==> src/sv/sie_pkg.sv <==
// shared types and constants for the signed integer extractor
// no dependencies; imported by every module of the block
package sie_pkg;

    localparam logic [7:0]  CH_ZERO  = 8'h30;
    localparam logic [7:0]  CH_NINE  = 8'h39;
    localparam logic [7:0]  CH_MINUS = 8'h2D;
    localparam int unsigned MAG_W    = 31;
    localparam logic [MAG_W-1:0] MAG_MAX = 31'h7FFF_FFFF;
    localparam int unsigned NUM_W    = 32;

    // one result item
    typedef struct packed {
        logic [NUM_W-1:0] number;
        logic             saturated;
        logic             last_of_run;
    } t_result;

    // what one input byte produces: zero, one or two results, first in res0
    typedef struct packed {
        logic [1:0] count;
        t_result    res0;
        t_result    res1;
    } t_parse_out;

endpackage

==> src/sv/sie_parse.sv <==
// per-byte number parser: holds the number in progress and decodes one byte
// depends on sie_pkg
module sie_parse
    import sie_pkg::*;
(
    input  logic       i_clk,
    input  logic       i_rst_n,
    input  logic       i_valid,
    input  logic       i_take,
    input  logic [7:0] i_text_byte,
    input  logic       i_end_of_text,
    output t_parse_out o_parse
);

    logic             r_in_number;
    logic             r_negative;
    logic [MAG_W-1:0] r_magnitude;
    logic             r_overflowed;

    logic             n_in_number;
    logic             n_negative;
    logic [MAG_W-1:0] n_magnitude;
    logic             n_overflowed;

    logic             digit_hit;
    logic             is_minus;
    logic [3:0]       digit;
    logic [MAG_W+3:0] times_ten;
    logic             over;
    logic [MAG_W-1:0] mag_acc;

    t_result          old_res;
    t_result          new_res;
    t_result          zero_res;

    function automatic t_result emit(input logic neg, input logic [MAG_W-1:0] mag,
                                     input logic ovf);
        t_result res;
        res.number      = neg ? (NUM_W'(0) - {1'b0, mag}) : {1'b0, mag};
        res.saturated   = ovf;
        res.last_of_run = 1'b0;
        return res;
    endfunction

    assign digit_hit = (i_text_byte >= CH_ZERO) && (i_text_byte <= CH_NINE);
    assign is_minus  = (i_text_byte == CH_MINUS);
    assign digit     = 4'(i_text_byte - CH_ZERO);

    // magnitude * 10 + digit as shift-add, saturating at the 31-bit limit
    assign times_ten = ({4'b0, r_magnitude} << 3) + ({4'b0, r_magnitude} << 1)
                     + (MAG_W+4)'(digit);
    assign over      = |times_ten[MAG_W+3:MAG_W];
    assign mag_acc   = over ? MAG_MAX : times_ten[MAG_W-1:0];

    always_comb begin
        n_in_number  = r_in_number;
        n_negative   = r_negative;
        n_magnitude  = r_magnitude;
        n_overflowed = r_overflowed;
        if (digit_hit) begin
            n_in_number = 1'b1;
            if (r_in_number) begin
                n_magnitude  = mag_acc;
                n_overflowed = r_overflowed | over;
            end else begin
                n_negative   = 1'b0;
                n_magnitude  = MAG_W'(digit);
                n_overflowed = 1'b0;
            end
        end else if (is_minus) begin
            n_in_number  = 1'b1;
            n_negative   = 1'b1;
            n_magnitude  = '0;
            n_overflowed = 1'b0;
        end else begin
            n_in_number  = 1'b0;
            n_negative   = 1'b0;
            n_magnitude  = '0;
            n_overflowed = 1'b0;
        end
    end

    assign old_res  = emit(r_negative, r_magnitude, r_overflowed);
    assign new_res  = emit(n_negative, n_magnitude, n_overflowed);
    assign zero_res = emit(1'b0, '0, 1'b0);

    always_comb begin
        o_parse       = '0;
        o_parse.res0  = old_res;
        o_parse.res1  = zero_res;
        if (digit_hit) begin
            o_parse.res0  = new_res;
            o_parse.count = i_end_of_text ? 2'd1 : 2'd0;
        end else if (is_minus) begin
            if (r_in_number) begin
                o_parse.count = i_end_of_text ? 2'd2 : 2'd1;
            end else begin
                o_parse.res0  = zero_res;
                o_parse.count = i_end_of_text ? 2'd1 : 2'd0;
            end
        end else begin
            o_parse.count = r_in_number ? 2'd1 : 2'd0;
        end
        // mark the final result of this byte
        if (o_parse.count == 2'd1) begin
            o_parse.res0.last_of_run = 1'b1;
        end else if (o_parse.count == 2'd2) begin
            o_parse.res1.last_of_run = 1'b1;
        end
    end

    always_ff @(posedge i_clk) begin
        if (!i_rst_n) begin
            r_in_number  <= 1'b0;
            r_negative   <= 1'b0;
            r_magnitude  <= '0;
            r_overflowed <= 1'b0;
        end else if (i_take) begin
            if (i_end_of_text) begin
                r_in_number  <= 1'b0;
                r_negative   <= 1'b0;
                r_magnitude  <= '0;
                r_overflowed <= 1'b0;
            end else begin
                r_in_number  <= n_in_number;
                r_negative   <= n_negative;
                r_magnitude  <= n_magnitude;
                r_overflowed <= n_overflowed;
            end
        end
    end

    // state only moves on a byte that is present
    a_take_valid: assert property (@(posedge i_clk) disable iff (!i_rst_n)
        i_take |-> i_valid)
        else $error("parser consumed a byte that is not present");

    // a clamped number always carries the limit value
    a_sat_value: assert property (@(posedge i_clk) disable iff (!i_rst_n)
        (i_valid && o_parse.count != 2'd0 && o_parse.res0.saturated) |->
        (o_parse.res0.number == 32'h7FFF_FFFF || o_parse.res0.number == 32'h8000_0001))
        else $error("saturated result without limit magnitude");

    // overflow flag never set without a number in progress
    a_ovf_in_num: assert property (@(posedge i_clk) disable iff (!i_rst_n)
        r_overflowed |-> r_in_number)
        else $error("overflow flag set with no number in progress");

endmodule

==> src/sv/sie_fifo.sv <==
// result queue: takes up to two results per cycle, hands out one per transfer
// depends on sie_pkg
module sie_fifo
    import sie_pkg::*;
#(
    parameter int unsigned DEPTH = 4    // power of two, at least 2
) (
    input  logic                         i_clk,
    input  logic                         i_rst_n,
    input  logic [1:0]                   i_push_cnt,
    input  t_result                      i_push0,
    input  t_result                      i_push1,
    input  logic                         i_ready,
    output logic                         o_valid,
    output t_result                      o_data,
    output logic [$clog2(DEPTH+1)-1:0]   o_room
);

    localparam int unsigned AW = $clog2(DEPTH);
    localparam int unsigned CW = $clog2(DEPTH+1);

    t_result       r_mem [DEPTH];
    logic [AW-1:0] r_wr;
    logic [AW-1:0] r_rd;
    logic [CW-1:0] r_cnt;
    logic          pop;

    assign o_valid = (r_cnt != '0);
    assign o_data  = r_mem[r_rd];
    assign pop     = o_valid && i_ready;
    assign o_room  = CW'(DEPTH) - r_cnt + CW'(pop);

    always_ff @(posedge i_clk) begin
        if (i_push_cnt != 2'd0) begin
            r_mem[r_wr] <= i_push0;
        end
        if (i_push_cnt == 2'd2) begin
            r_mem[r_wr + AW'(1)] <= i_push1;
        end
    end

    always_ff @(posedge i_clk) begin
        if (!i_rst_n) begin
            r_wr  <= '0;
            r_rd  <= '0;
            r_cnt <= '0;
        end else begin
            r_wr  <= r_wr + AW'(i_push_cnt);
            r_rd  <= r_rd + AW'(pop);
            r_cnt <= r_cnt + CW'(i_push_cnt) - CW'(pop);
        end
    end

    a_no_overrun: assert property (@(posedge i_clk) disable iff (!i_rst_n)
        CW'(i_push_cnt) <= o_room)
        else $error("result queue overrun");

    a_cnt_bound: assert property (@(posedge i_clk) disable iff (!i_rst_n)
        r_cnt <= CW'(DEPTH))
        else $error("result queue count out of range");

endmodule

==> src/sv/signed_integer_extractor_unit.sv <==
// Signed integer extractor, top level. Takes one text byte per transfer on the
// slave stream (tlast marks the last byte of a string) and sends the decimal
// integers found in it on the master stream. Only '0'..'9' and '-' count; any
// other byte separates numbers. A '-' always opens a new number (a lone '-'
// gives 0), digits extend the number in progress, and a number goes out when a
// non-digit ends it or the string ends. Magnitudes clamp at 2147483647 and then
// tuser is set. A byte gives zero, one or two results; tlast on the master side
// marks the final result caused by that byte. Bytes are taken one per cycle
// while the queue has room: a byte sits in an input register, one pass of
// decode and shift-add logic updates the parser state, and its results go
// into a small result queue. The master side drains one result per cycle
// while tready is high, so a byte that gives two results (a '-' on the last
// byte after a number) costs an extra transfer; the queue depth P_FIFO_DEPTH
// sets how many such bytes are absorbed without stalling the slave side.
// depends on sie_pkg, sie_parse, sie_fifo
module signed_integer_extractor_unit
    import sie_pkg::*;
#(
    parameter int unsigned P_FIFO_DEPTH = 4   // power of two, at least 2
) (
    input  logic        i_clk,
    input  logic        i_rst_n,
    // slave stream: text bytes
    input  logic        i_s_axis_tvalid,
    output logic        o_s_axis_tready,
    input  logic [7:0]  i_s_axis_tdata,   // [7:0] text_byte
    input  logic        i_s_axis_tlast,   // end_of_text
    // master stream: extracted numbers
    output logic        o_m_axis_tvalid,
    input  logic        i_m_axis_tready,
    output logic [31:0] o_m_axis_tdata,   // [31:0] number
    output logic        o_m_axis_tuser,   // [0] saturated
    output logic        o_m_axis_tlast    // last_of_run
);

    localparam int unsigned CW = $clog2(P_FIFO_DEPTH+1);

    // input register
    logic          r_in_vld;
    logic [7:0]    r_in_byte;
    logic          r_in_eot;

    t_parse_out    parse;
    logic [CW-1:0] room;
    logic          take;
    logic [1:0]    push_cnt;
    t_result       head;

    // byte leaves the input register once the queue can hold all its results
    assign take            = r_in_vld && (CW'(parse.count) <= room);
    assign o_s_axis_tready = !r_in_vld || take;
    assign push_cnt        = take ? parse.count : 2'd0;

    always_ff @(posedge i_clk) begin
        if (!i_rst_n) begin
            r_in_vld <= 1'b0;
        end else if (i_s_axis_tvalid && o_s_axis_tready) begin
            r_in_vld <= 1'b1;
        end else if (take) begin
            r_in_vld <= 1'b0;
        end
    end

    // payload, no reset needed
    always_ff @(posedge i_clk) begin
        if (i_s_axis_tvalid && o_s_axis_tready) begin
            r_in_byte <= i_s_axis_tdata;
            r_in_eot  <= i_s_axis_tlast;
        end
    end

    sie_parse u_parse (
        .i_clk         (i_clk),
        .i_rst_n       (i_rst_n),
        .i_valid       (r_in_vld),
        .i_take        (take),
        .i_text_byte   (r_in_byte),
        .i_end_of_text (r_in_eot),
        .o_parse       (parse)
    );

    sie_fifo #(
        .DEPTH (P_FIFO_DEPTH)
    ) u_fifo (
        .i_clk      (i_clk),
        .i_rst_n    (i_rst_n),
        .i_push_cnt (push_cnt),
        .i_push0    (parse.res0),
        .i_push1    (parse.res1),
        .i_ready    (i_m_axis_tready),
        .o_valid    (o_m_axis_tvalid),
        .o_data     (head),
        .o_room     (room)
    );

    assign o_m_axis_tdata = head.number;
    assign o_m_axis_tuser = head.saturated;
    assign o_m_axis_tlast = head.last_of_run;

endmodule

==> config.mk <==
export PLATFORM = sky130hd
export DESIGN_NAME = signed_integer_extractor_unit
export DESIGN_NICKNAME = d
export VERILOG_FILES = /design/src/sv/sie_pkg.sv /design/src/sv/sie_parse.sv /design/src/sv/sie_fifo.sv /design/src/sv/signed_integer_extractor_unit.sv
export SDC_FILE = /design/constraint.sdc
export NUM_CORES = 1
export LEC_CHECK = 0
export BUFFER_PORTS_ARGS = -buffer_cell sky130_fd_sc_hd__clkbuf_2
export CORE_MARGIN = 5
export CORE_UTILIZATION = 47
export CTS_CLUSTER_SIZE = 28
export DETAILED_ROUTE_END_ITERATION = 7
export PLACE_DENSITY_LB_ADDON = 0.05
export SYNTH_ARGS = -nofsm -noshare
export SYNTH_HDL_FRONTEND = slang
export SYNTH_HIERARCHICAL = 1
export SYNTH_SLANG_ARGS = --single-unit
export TNS_END_PERCENT = 5
==> constraint.sdc <==
create_clock -name i_clk -period 6.6 [get_ports i_clk]
set_input_delay 1.32 -clock i_clk [delete_from_list [all_inputs] [get_ports i_clk]]
set_output_delay 1.32 -clock i_clk [all_outputs]
set_load 0.01 [all_outputs]
==> impl_metrics.toml <==
[timing]
period_share_pct = 90.63
final-setup-viol-count = 0
whs_ns = 0.4764
post-route-min-period_ns = 5.982
finalHoldViolCount = 0
max_freq_mhz = 167.2
fin_ws_ns = 0.6185
relSlewSlack_pct = 30.27
rsz0062_at_grt = "false"
slew_viol_final = 0
max_slew.worst_pin.slew_ns = 1.046
finClkSkew_ns = 0.02298
finalSetupTns_ns = 0

[cells_and_area]
antenna_cells = 0
fin_nets = 1399
synthToLayoutAreaGrowth_pct = 8.194
fin_util_pct = 51.75
finish.instance_area_um2 = 14930
nFillCells = 2661
final_layout_size_suffix_gt1_share_pct = 23.89
final_cells = 1707

[synth]
postSynthAreaPerCell_um2 = 10.76
synth_edf_count = 145
syn_inst = 1283
netlist_area_um2 = 13800
yosys.cell_count.top_type = "edfxtp_1"
yosys.area.top_type = "edfxtp_1"
ys_types = 88
synthTopCellsByArea = "edfxtp_1 32%, mux2_2 11%, ha_1 6.6%"
synth-seq-cells = 187
ys_seq_area_share_pct = 37.64
yosys.area_share.simple_pct = 11.90
yosysTopAreaCellShare_pct = 31.54
synthMuxAreaShare_pct = 17.31
synth-xor-area-share_pct = 4.260
synthArstFlopShare_pct = 0
synth_commonest_cells = "145 x edfxtp_1, 136 x mux2_2, 75 x nor2_1"
ys_warn_count = 6
synth_top_flop_cell = "edfxtp_1"
synth_compound_area_share_pct = 16.15
synth-adder-area-share_pct = 7.052
synth_top_family_by_area = "multiplexers"

[placement]
place_ws_ns = 0.6787
hpwl_mm = 27.32
place.gp.congestion = 0.9048
dp.cells = 1675
placed_cell_area_um2 = 14310
io_buffers = 48

[route]
dr.pass1.iters = 5
viasPerCell = 6.128
dr.first_iter.drc_count = 775
drc_errors = 0
wire_per_inst_um = 22.72
detail-route-antenna-nets = 0
vias = 10460
wl_mm = 38.79

[power_and_ir_drop]
powerDensity_nw_per_um2 = 193.0
ir_drop_uv = 248.6
p_total_mw = 2.882
p_leak_nw = 5.973

[floorplan]
core.rowCount = 62
io_pins = 49
initial_core_util_pct = 47.83
die_w_um = 181.4
core_area_um2 = 28860
dieArea_um2 = 32900
fp.dieH_um = 181.4

[hold_path]
min_path_cells = 2
hp-class = "flop to flop"
holdPathEnd = "u_parse/r_overflowed$_SDFFE_PN0P_"
worstHoldStart = "u_parse/r_overflowed$_SDFFE_PN0P_"

[worst_setup_path]
critPathKind = "flop to flop"
rrSetupSlack_ns = 0.62
endpoint_kind = "flop"
r2r-start = "r_in_byte[3]$_DFFE_PP_"
cp-startpoint = "r_in_byte[3]$_DFFE_PP_"
r2r_cells = 18
critPathRequiredTime_ns = 6.78
rr_endpoint = "u_fifo/r_mem[1][32]$_DFFE_PP_"
path_max_fanout = 6
critPathArrivalTime_ns = 6.16
start_kind = "flop"

[clocking]
cts_buffer_depth = 2
htreeDepth = 4
clock-sinks = 187
path_clk_slew_ns = 0.08
cts_made_buffers = 17
post_cts_buffers = 0
worst_skew_pair.late_latency_ns = 0.44
cts_root_buffer = "clkbuf_16"
hold_buffers = 0
cts_tree = "yes"
cts_resized = 0

[grt]
grtUsageTotal_pct = 23.29
grt_max_degree = 43
overflow = 0
antenna_found_initial = 0
grt_pass1_vias = 10634
grt_pass1_wl_mm = 60.82

[run_status]
outcome = "completed"

[run]
cap_violations = 0
==> flip-flops by register name (all words and copies together) (netlist names) <==
name / count
u_fifo/r_wr: 2
u_fifo/r_rd: 2
r_in_byte: 8
u_parse/r_magnitude: 31
u_parse/r_in_number: 1
r_in_eot: 1
u_fifo/r_cnt: 3
r_in_vld: 1
u_parse/r_overflowed: 1
u_fifo/r_mem: 136
u_parse/r_negative: 1
==> critical path, stage by stage (launching register included) <==
cell	delay [ns]
edfxtp_1	0.48
fa_1	0.60
inv_1	0.06
fa_1	0.46
nand2b_1	0.18
a21oi_1	0.25
o21ai_0	0.28
a31oi_1	0.38
o21a_1	0.17
o211ai_2	0.12
or2_1	0.31
o221ai_1	0.30
ha_1	0.29
a21boi_0	0.27
o21a_1	0.20
o211ai_1	0.28
or3_1	0.44
a221o_1	0.37
mux2_1	0.29
==> layout make-up <==
cell class / count / area [um^2] / share of cell area [%]
Timing Repair Buffer: 79 / 473.0 / 3.167
Inverter: 42 / 157.7 / 1.056
Sequential cell: 187 / 5197 / 34.80
Multi-Input combinational cell: 983 / 8004 / 53.59
Clock inverter: 15 / 196.4 / 1.315
Clock buffer: 17 / 425.4 / 2.849
Tap cell: 384 / 480.5 / 3.217
==> cell families (layout without fill, tap and decap cells) <==
kind of cell	Yosys count	count (layout)
adder cells (fa/ha/maj)	76	76
flip-flops	187	187
other	1	33
buffers and inverters	145	153
AND/OR/NAND/NOR	310	310
AO/OA/AOI/OAI	321	321
multiplexers	179	179
XOR/XNOR	64	64
==> power by group <==
part | total, mW | leakage (nW) | internal (mW) | switching, mW
registers | 1.29 | 1.69 | 1.27 | 0.0129
logic | 0.508 | 3.98 | 0.227 | 0.280
clock network | 1.09 | 0.299 | 0.553 | 0.535
total | 2.88 | 5.97 | 2.05 | 0.828
==> layer usage <==
metal,GRT usage [%],up-vias,wire (um)
met5,0,-,0
met4,6.575,0,928
met3,3.021,50,1922
met2,40.14,323,19050
met1,30.95,5183,16890
li1,-,4904,-
==> how the worst max path moves through the flow <==
stage / end / slack, ns / cells past startpoint
final: u_fifo/r_mem[1][32]$_DFFE_PP_ / 0.62 / 18
after global routing: u_fifo/r_mem[3][20]$_DFFE_PP_ / 0.31 / 19
after detailed placement: u_fifo/r_mem[1][32]$_DFFE_PP_ / 0.68 / 18
after CTS: u_fifo/r_mem[1][32]$_DFFE_PP_ / 0.67 / 18
after global placement: u_fifo/r_mem[1][32]$_DFFE_PP_ / 0.76 / 18
after floorplan: u_fifo/r_mem[0][0]$_DFFE_PP_ / 0.62 / 11
==> layout by cell type (no fill, tap or decap), drive strengths merged, types with 33 or more instances in the layout <==
cell      n
ha       73
o21ai    75
nor2     75
mux4     34
inv      49
a21oi    57
nand2    62
clkbuf   65
dfxtp    42
xnor2    41
edfxtp  145
mux2    138
and2     40
conb     33
No activity file was read; power rests on OpenSTA's default activity.
